## src/sv/rlmc_pkg.sv

```systemverilog
// Shared types, codes and constants of the RGB light mode controller.
// No dependencies; imported by every module of the block.
package rlmc_pkg;

    localparam int unsigned RLMC_FADE_STEPS = 255;
    localparam int unsigned RLMC_DUTY_W     = 8;
    localparam int unsigned RLMC_LOCKOUT_W  = 16;
    localparam int unsigned RLMC_TIMEOUT_W  = 24;
    localparam int unsigned RLMC_STEP_W     = 8;
    localparam int unsigned RLMC_CFG_IDX_W  = 2;

    localparam logic [RLMC_LOCKOUT_W-1:0] RLMC_LOCKOUT_RST = 16'd1000;
    localparam logic [RLMC_TIMEOUT_W-1:0] RLMC_TIMEOUT_RST = 24'd30000;
    localparam logic [RLMC_STEP_W-1:0]    RLMC_STEP_RST    = 8'd10;

    typedef enum logic [2:0] {
        MODE_FADE  = 3'd0,
        MODE_RED   = 3'd1,
        MODE_GREEN = 3'd2,
        MODE_BLUE  = 3'd3,
        MODE_WHITE = 3'd4,
        MODE_OFF   = 3'd5
    } t_mode;

    typedef enum logic [RLMC_CFG_IDX_W-1:0] {
        CFG_BUTTON_LOCKOUT = 2'd0,
        CFG_OFF_TIMEOUT    = 2'd1,
        CFG_FADE_STEP      = 2'd2
    } t_cfg_idx;

    typedef struct packed {
        logic ms_tick;
        logic button_fall;
        logic pir_rise;
        logic pir_level;
    } t_in_item;

    typedef struct packed {
        logic [RLMC_DUTY_W-1:0] red_duty;
        logic [RLMC_DUTY_W-1:0] green_duty;
        logic [RLMC_DUTY_W-1:0] blue_duty;
        logic [2:0]             light_mode;
        logic                   lamp_lit;
    } t_out_item;

    typedef struct packed {
        logic [RLMC_LOCKOUT_W-1:0] button_lockout_ms;
        logic [RLMC_TIMEOUT_W-1:0] off_timeout_ms;
        logic [RLMC_STEP_W-1:0]    fade_step_ms;
    } t_cfg;

    // Mode queued by a button press; unused codes wrap to fade.
    function automatic t_mode next_mode(input t_mode cur);
        t_mode nxt;
        unique case (cur)
            MODE_FADE:  nxt = MODE_RED;
            MODE_RED:   nxt = MODE_GREEN;
            MODE_GREEN: nxt = MODE_BLUE;
            MODE_BLUE:  nxt = MODE_WHITE;
            MODE_WHITE: nxt = MODE_OFF;
            default:    nxt = MODE_FADE;
        endcase
        return nxt;
    endfunction

endpackage

```

## src/sv/rlmc_cfg_regs.sv

```systemverilog
// Configuration register file: lockout, off timeout and fade step period.
// Depends on rlmc_pkg.
module rlmc_cfg_regs
    import rlmc_pkg::*;
(
    input  logic                      i_clk,
    input  logic                      i_rst_n,
    input  logic                      i_cfg_valid,
    output logic                      o_cfg_ready,
    input  logic [RLMC_CFG_IDX_W-1:0] i_cfg_index,
    input  logic [RLMC_TIMEOUT_W-1:0] i_cfg_data,
    output t_cfg                      o_cfg
);

    t_cfg r_cfg;

    assign o_cfg_ready = 1'b1;
    assign o_cfg       = r_cfg;

    always_ff @(posedge i_clk) begin
        if (!i_rst_n) begin
            r_cfg.button_lockout_ms <= RLMC_LOCKOUT_RST;
            r_cfg.off_timeout_ms    <= RLMC_TIMEOUT_RST;
            r_cfg.fade_step_ms      <= RLMC_STEP_RST;
        end else if (i_cfg_valid && o_cfg_ready) begin
            unique case (t_cfg_idx'(i_cfg_index))
                CFG_BUTTON_LOCKOUT: begin
                    r_cfg.button_lockout_ms <= i_cfg_data[RLMC_LOCKOUT_W-1:0];
                end
                CFG_OFF_TIMEOUT: begin
                    r_cfg.off_timeout_ms <= i_cfg_data;
                end
                CFG_FADE_STEP: begin
                    r_cfg.fade_step_ms <= i_cfg_data[RLMC_STEP_W-1:0];
                end
                default: begin
                end
            endcase
        end
    end

endmodule

```

## src/sv/rlmc_core.sv

```systemverilog
// Control state and per-item update: events, elapsed counters, fade, control pass.
// Holds the result register. Depends on rlmc_pkg.
module rlmc_core
    import rlmc_pkg::*;
#(
    parameter int unsigned FADE_STEPS = RLMC_FADE_STEPS
) (
    input  logic      i_clk,
    input  logic      i_rst_n,
    input  logic      i_fire,
    input  t_in_item  i_item,
    input  t_cfg      i_cfg,
    output t_out_item o_result
);

    localparam logic [7:0] FADE_LAST = 8'(FADE_STEPS);

    t_mode                     r_active,  n_active;
    t_mode                     r_queued,  n_queued;
    logic [RLMC_TIMEOUT_W-1:0] r_since_switch, n_since_switch;
    logic [RLMC_LOCKOUT_W-1:0] r_since_button, n_since_button;
    logic                      r_motion,  n_motion;
    logic                      r_light,   n_light;
    logic                      r_manual,  n_manual;
    logic [7:0]                r_red,     n_red;
    logic [7:0]                r_green,   n_green;
    logic [7:0]                r_blue,    n_blue;
    logic [1:0]                r_phase,   n_phase;
    logic [7:0]                r_count,   n_count;
    logic                      r_running, n_running;
    logic [RLMC_STEP_W-1:0]    r_timer,   n_timer;
    logic [RLMC_DUTY_W-1:0]    r_duty_r,  n_duty_r;
    logic [RLMC_DUTY_W-1:0]    r_duty_g,  n_duty_g;
    logic [RLMC_DUTY_W-1:0]    r_duty_b,  n_duty_b;
    t_out_item                 r_result;

    logic                   do_step;
    logic [RLMC_STEP_W-1:0] period;
    logic [RLMC_STEP_W:0]   timer_inc;

    assign period   = (i_cfg.fade_step_ms == '0) ? RLMC_STEP_W'(1) : i_cfg.fade_step_ms;
    assign o_result = r_result;

    always_comb begin
        n_active       = r_active;
        n_queued       = r_queued;
        n_since_switch = r_since_switch;
        n_since_button = r_since_button;
        n_motion       = r_motion;
        n_light        = r_light;
        n_manual       = r_manual;
        n_red          = r_red;
        n_green        = r_green;
        n_blue         = r_blue;
        n_phase        = r_phase;
        n_count        = r_count;
        n_running      = r_running;
        n_timer        = r_timer;
        n_duty_r       = r_duty_r;
        n_duty_g       = r_duty_g;
        n_duty_b       = r_duty_b;
        do_step        = 1'b0;
        timer_inc      = {1'b0, r_timer} + 1'b1;

        // events come before the tick
        if (i_item.button_fall && (r_since_button >= i_cfg.button_lockout_ms)) begin
            n_since_button = '0;
            n_manual       = 1'b1;
            n_queued       = next_mode(r_active);
        end
        if (i_item.pir_rise) begin
            n_motion = 1'b1;
            if (!r_light && !n_manual) begin
                n_queued = MODE_FADE;
            end
        end

        if (i_item.ms_tick) begin
            if (n_since_switch != '1) begin
                n_since_switch = n_since_switch + 1'b1;
            end
            if (n_since_button != '1) begin
                n_since_button = n_since_button + 1'b1;
            end
            // step period elapsed: next step, next phase or end of cycle
            if (r_running) begin
                n_timer = timer_inc[RLMC_STEP_W-1:0];
                if (timer_inc >= {1'b0, period}) begin
                    n_timer = '0;
                    if (r_count >= FADE_LAST) begin
                        n_count = '0;
                        if (r_phase >= 2'd2) begin
                            n_phase   = 2'd0;
                            n_running = 1'b0;
                        end else begin
                            n_phase = r_phase + 1'b1;
                            do_step = 1'b1;
                        end
                    end else begin
                        do_step = 1'b1;
                    end
                end
            end
            // control pass
            if (!n_running) begin
                if (!i_item.pir_level) begin
                    n_motion = 1'b0;
                end
                if (!n_motion && !n_manual && n_light &&
                    (n_since_switch >= i_cfg.off_timeout_ms)) begin
                    n_queued = MODE_OFF;
                end
                if (n_active != n_queued) begin
                    n_since_switch = '0;
                    n_active       = n_queued;
                end
                unique case (n_active)
                    MODE_FADE: begin
                        n_light   = 1'b1;
                        n_running = 1'b1;
                        n_phase   = 2'd0;
                        n_count   = '0;
                        n_timer   = '0;
                        do_step   = 1'b1;
                    end
                    MODE_RED: begin
                        n_light = 1'b1;
                        {n_duty_r, n_duty_g, n_duty_b} = {8'hFF, 8'h00, 8'h00};
                    end
                    MODE_GREEN: begin
                        n_light = 1'b1;
                        {n_duty_r, n_duty_g, n_duty_b} = {8'h00, 8'hFF, 8'h00};
                    end
                    MODE_BLUE: begin
                        n_light = 1'b1;
                        {n_duty_r, n_duty_g, n_duty_b} = {8'h00, 8'h00, 8'hFF};
                    end
                    MODE_WHITE: begin
                        n_light = 1'b1;
                        {n_duty_r, n_duty_g, n_duty_b} = {8'hFF, 8'hFF, 8'hFF};
                    end
                    MODE_OFF: begin
                        n_light  = 1'b0;
                        n_manual = 1'b0;
                        {n_duty_r, n_duty_g, n_duty_b} = '0;
                    end
                    default: begin
                    end
                endcase
            end
        end

        // single cross-fade step: channel phase down, next channel up
        if (do_step) begin
            unique case (n_phase)
                2'd1: begin
                    n_green = r_green - 1'b1;
                    n_blue  = r_blue + 1'b1;
                end
                2'd2: begin
                    n_blue = r_blue - 1'b1;
                    n_red  = r_red + 1'b1;
                end
                default: begin
                    n_red   = r_red - 1'b1;
                    n_green = r_green + 1'b1;
                end
            endcase
            n_count  = n_count + 1'b1;
            n_duty_r = n_red;
            n_duty_g = n_green;
            n_duty_b = n_blue;
        end
    end

    always_ff @(posedge i_clk) begin
        if (!i_rst_n) begin
            r_active       <= MODE_FADE;
            r_queued       <= MODE_FADE;
            r_since_switch <= '0;
            r_since_button <= '0;
            r_motion       <= 1'b0;
            r_light        <= 1'b0;
            r_manual       <= 1'b1;
            r_red          <= 8'hFF;
            r_green        <= 8'h00;
            r_blue         <= 8'h00;
            r_phase        <= 2'd0;
            r_count        <= '0;
            r_running      <= 1'b0;
            r_timer        <= '0;
            r_duty_r       <= '0;
            r_duty_g       <= '0;
            r_duty_b       <= '0;
        end else if (i_fire) begin
            r_active       <= n_active;
            r_queued       <= n_queued;
            r_since_switch <= n_since_switch;
            r_since_button <= n_since_button;
            r_motion       <= n_motion;
            r_light        <= n_light;
            r_manual       <= n_manual;
            r_red          <= n_red;
            r_green        <= n_green;
            r_blue         <= n_blue;
            r_phase        <= n_phase;
            r_count        <= n_count;
            r_running      <= n_running;
            r_timer        <= n_timer;
            r_duty_r       <= n_duty_r;
            r_duty_g       <= n_duty_g;
            r_duty_b       <= n_duty_b;
        end
    end

    always_ff @(posedge i_clk) begin
        if (i_fire) begin
            r_result.red_duty   <= n_duty_r;
            r_result.green_duty <= n_duty_g;
            r_result.blue_duty  <= n_duty_b;
            r_result.light_mode <= n_active;
            r_result.lamp_lit   <= n_light;
        end
    end

endmodule

```

## src/sv/rgb_light_mode_controller_unit.sv

```systemverilog
// RGB light mode controller, top level: input beat register, handshake control,
// configuration registers and the state update core. Depends on rlmc_pkg,
// rlmc_cfg_regs and rlmc_core.
// An accepted beat passes the input beat register, then the core's result register.
// Throughput: one beat per cycle unless the output side stalls; the update is combinational.
// Reset (i_rst_n low, synchronous): all mode, timer and fade state to power-up values,
// both pipeline stages empty, configuration registers to 1000 / 30000 / 10.
module rgb_light_mode_controller_unit
    import rlmc_pkg::*;
#(
    parameter int unsigned FADE_STEPS = RLMC_FADE_STEPS
) (
    input  logic                      i_clk,
    input  logic                      i_rst_n,
    // input beats
    input  logic                      i_in_valid,
    output logic                      o_in_stall,
    input  t_in_item                  i_in_data,
    // result beats
    output logic                      o_out_valid,
    input  logic                      i_out_stall,
    output t_out_item                 o_out_data,
    // configuration writes
    input  logic                      i_cfg_valid,
    output logic                      o_cfg_ready,
    input  logic [RLMC_CFG_IDX_W-1:0] i_cfg_index,
    input  logic [RLMC_TIMEOUT_W-1:0] i_cfg_data
);

    t_cfg     cfg;
    logic     r_in_valid;
    t_in_item r_in_data;
    logic     r_out_valid;
    logic     advance;
    logic     in_accept;
    logic     fire;

    // The output stage moves when it is empty or its beat is taken; the input
    // register then hands its beat on, so a new beat is taken every cycle
    // unless the output side stalls with both stages full.
    assign advance    = !r_out_valid || !i_out_stall;
    assign o_in_stall = r_in_valid && !advance;
    assign in_accept  = i_in_valid && !o_in_stall;
    assign fire       = advance && r_in_valid;

    assign o_out_valid = r_out_valid;

    always_ff @(posedge i_clk) begin
        if (!i_rst_n) begin
            r_in_valid  <= 1'b0;
            r_out_valid <= 1'b0;
        end else begin
            if (advance || !r_in_valid) begin
                r_in_valid <= in_accept;
            end
            if (advance) begin
                r_out_valid <= r_in_valid;
            end
        end
    end

    // input payload register, loaded on accept only
    always_ff @(posedge i_clk) begin
        if (in_accept) begin
            r_in_data <= i_in_data;
        end
    end

    rlmc_cfg_regs u_cfg (
        .i_clk       (i_clk),
        .i_rst_n     (i_rst_n),
        .i_cfg_valid (i_cfg_valid),
        .o_cfg_ready (o_cfg_ready),
        .i_cfg_index (i_cfg_index),
        .i_cfg_data  (i_cfg_data),
        .o_cfg       (cfg)
    );

    // state update and result register
    rlmc_core #(
        .FADE_STEPS (FADE_STEPS)
    ) u_core (
        .i_clk    (i_clk),
        .i_rst_n  (i_rst_n),
        .i_fire   (fire),
        .i_item   (r_in_data),
        .i_cfg    (cfg),
        .o_result (o_out_data)
    );

endmodule

```

## config.mk

```make
export PLATFORM = sky130hd
export DESIGN_NAME = rgb_light_mode_controller_unit
export DESIGN_NICKNAME = d
export VERILOG_FILES = /design/src/sv/rlmc_pkg.sv /design/src/sv/rlmc_cfg_regs.sv /design/src/sv/rlmc_core.sv /design/src/sv/rgb_light_mode_controller_unit.sv
export SDC_FILE = /design/constraint.sdc
export NUM_CORES = 1
export LEC_CHECK = 0
export BUFFER_PORTS_ARGS = -buffer_cell sky130_fd_sc_hd__buf_4
export CAP_MARGIN = 5
export CORE_ASPECT_RATIO = 0.6
export CORE_MARGIN = 8
export CORE_UTILIZATION = 62
export DETAILED_ROUTE_END_ITERATION = 8
export GPL_TIMING_DRIVEN = 0
export PLACE_DENSITY = 0.9
export SYNTH_ARGS = -nofsm -noshare
export SYNTH_HDL_FRONTEND = slang
export SYNTH_SLANG_ARGS = --single-unit
```

## constraint.sdc

```tcl
create_clock -name i_clk -period 8.7 [get_ports i_clk]
set_clock_uncertainty 0.1 [all_clocks]
set_input_delay 0.435 -clock i_clk [delete_from_list [all_inputs] [get_ports i_clk]]
set_output_delay 0.435 -clock i_clk [all_outputs]
set_load 0.01 [all_outputs]
```

==> out/metrics.csv <==
metric,value,unit
status,completed,
Yosys warning count,0,
core area,18070,µm²
CTS root buf,clkbuf_16,
largest net degree at the start of global routing,22,
Gate Count Post-Synth,1350,
Final Non-Filler Cells,1691,
CP peak stage delay,0.47,ns
Post-DP Area,12260,µm²
GR Layer Usage met2,39.43,%
Critical Path RT,8.85,ns
HPWL after detailed placement,23410,µm
setup_tns,0,ns
Final Instance Area,12850,µm²
Slew @ Worst Pin,0.9205,ns
Tmin final,8.288,ns
Die ar.,23220,µm²
CTS clock-pin slew for the worst setup and hold paths,0.08,ns
FILL cells,1338,
routing usage on met3,9.242,%
"Net Count, Synth",1461,
fraction of layout instances using a drive strength above 1,11.85,%
Setup crit end kind,flop,
slowest CP cell,dfxtp_1,
DR pass1 iterations,5,
CTS tree,yes,
Vias/cell,6.278,
routed wire length per instance,18.71,µm
Top Usage Layer GRT,met2,
Detail Route Antenna Nets,0,
initial DRC count,1087,
met1 global-route usage,36.95,%
Layout Nets,1549,
static leakage,0.005103,µW
CTS H-Tree Depth,4,
deepest clock path buffer count,2,
ANT cells,0,
final hold violations,0,
"Seq/Total Area, Yosys",37.41,%
Yosys reg bits,198,
first-pass GRT wire length,50330,µm
worst setup margin,0.4119,ns
Place WS,0.1491,ns
Post-Route WL,31650,µm
slew margin rel.,38.40,%
"top cells by count, synth","nand2_1 (200), dfxtp_1 (166), nor2_1 (119), a21oi_1 (102), o21ai_0 (76)",
area grow syn2layout,12.22,%
total I/O pin count,66,
total grt overflow,0,
Top delay family on crit path,simple AND/OR/NAND/NOR gates,
Tot GR Track Use,27.03,%
Yosys top cell area share,29.02,%
crit start category,flop,
Yosys cell types,94,
Register Area,4284,µm²
Max Clk Rate,0.1207,GHz
largest cells by area after synthesis,"dfxtp_1 (29%), edfxtp_1 (8.4%), ha_1 (8.0%)",
DRC,0,
Synth async-reset ratio,0,%
"Slew Viols, Final",0,
placed cells,1655,
Multi-input gate area,6645,µm²
Die H,121.3,µm
via count,10616,
mean post-synth cell area,8.482,µm²
Site Rows,38,
TritonCTS buffer count,17,
Worst VDD drop,0.0001602,V
Worst Path Buf+Inv,4,
Tcrit/Tclk final,95.27,%
Max Cap Viol,0,
Die Wd,191.5,µm
Final Total Pwr,1997,µW
initial antenna violation count,0,
Hold Path Class,in2reg,
crit path kind,reg2reg,
final setup violation count,0,
vias in the first global route,9971,
Placer Congestion,0.9782,
CP arrival,8.44,ns
Clock Latency Late Sink,0.46,ns
RSZ-0062 raised after global routing,false,
Power Dens Cells,155.4,nW/µm²
Hold Buf Count CTS,0,
Mapped Area,11450,µm²
clk sink count,198,
Initial Utilization,63.38,%
"count leader, synth",nand2_1,
cell taking the most area after synthesis,dfxtp_1,
"Primary FF master, synth",dfxtp_1,
Post-synth EDFFs,32,
Port Buf Inserts,64,
"critical path fanouts, max",10,
[flip-flops by register name, indices dropped and copies added, names as in the netlist, 3 cells and up]
name,cells
u_cfg.o_cfg,48
u_core.o_result,28
u_core.r_since_switch,24
u_core.r_since_button,16
u_core.r_blue,8
u_core.r_count,8
u_core.r_duty_b,8
u_core.r_duty_g,8
u_core.r_duty_r,8
u_core.r_green,8
u_core.r_red,8
u_core.r_timer,8
r_in_data,4
u_core.r_active,3
u_core.r_queued,3
[per-stage QoR]
stage | hold WS (ns) | utilization, %
global placement | 0.3439 | 67.70
floorplan | 0.3322 | -
global route | 0.04166 | 71.12
CTS | 0.04956 | 70.87
finish | 0.05627 | 71.12
detailed placement | 0.3463 | 67.86
[power by group]
group          switching (µW)  internal, µW  total [µW]
combinational             160          88.4         248
sequential               18.0           967         985
clock                     391           373         764
total                     569          1430        2000
[final cells by class]
cell class | count | share of cell area, %
timing repair buffer | 69 | 4.187
inverter | 69 | 2.045
buffer | 61 | 2.142
clock buffer | 17 | 3.311
sequential | 198 | 33.34
multi-input combinational | 1022 | 51.71
tap | 240 | 2.337
clock inverter | 15 | 0.9250
[layout by cell type (no fill, tap or decap), drive strengths merged, types with 6 or more instances in the layout]
master   count
a211oi      23
a21boi       6
a21o        12
a21oi      106
a22oi       20
a31oi        9
and2        27
and3        16
buf         86
clkbuf      61
clkinv       7
dfxtp      166
edfxtp      32
ha          73
inv         73
mux2i       15
nand2      201
nand2b       6
nand3       36
nand3b       7
nand4       12
nor2       122
nor2b       20
nor3        16
nor4         6
o211ai      29
o21a         7
o21ai       82
o2bb2ai     15
o31ai       12
xnor2       49
xor2        19
[per-layer routing]
metal / share of wire [%] / wire length (µm)
met1: 44 / 13940
met2: 42 / 13390
met3: 12 / 3743
met4: 1.8 / 578
met5: 0 / 0
[logic make-up (layout without fill, tap and decap cells)]
family / count (synthesis) / after routing / share of synthesized area, %
buf+inv: 130 / 231 / 4.644
simple gates: 495 / 495 / 20.78
flops: 198 / 198 / 37.41
fa+ha+maj: 76 / 76 / 8.501
xor+xnor: 68 / 68 / 5.201
compound gates: 362 / 362 / 21.48
other cells: 1 / 1 / 0.03275
mux: 20 / 20 / 1.945
[worst paths after layout]
kind | cells past startpoint | slack [ns] | end | startpoint
setup / recovery | 33 | 0.41 | u_core.o_result[27]$_DFFE_PP_ | u_core.r_since_switch[17]$_SDFFE_PN0P_
hold / removal | 1 | 0.06 | r_in_data[0]$_DFFE_PP_ | i_in_data[0]
setup reg to reg | 33 | 0.41 | u_core.o_result[27]$_DFFE_PP_ | u_core.r_since_switch[17]$_SDFFE_PN0P_
hold reg to reg | 2 | 0.36 | u_cfg.o_cfg[29]$_SDFFE_PN0P_ | u_cfg.o_cfg[29]$_SDFFE_PN0P_
[what timing repair did]
item	CTS	global route
endpoints found under the hold margin	0	0
resized for setup	0	5
setup endpoints to repair	0	19
buffers inserted	0	4
(Power assumes the default switching activity.)
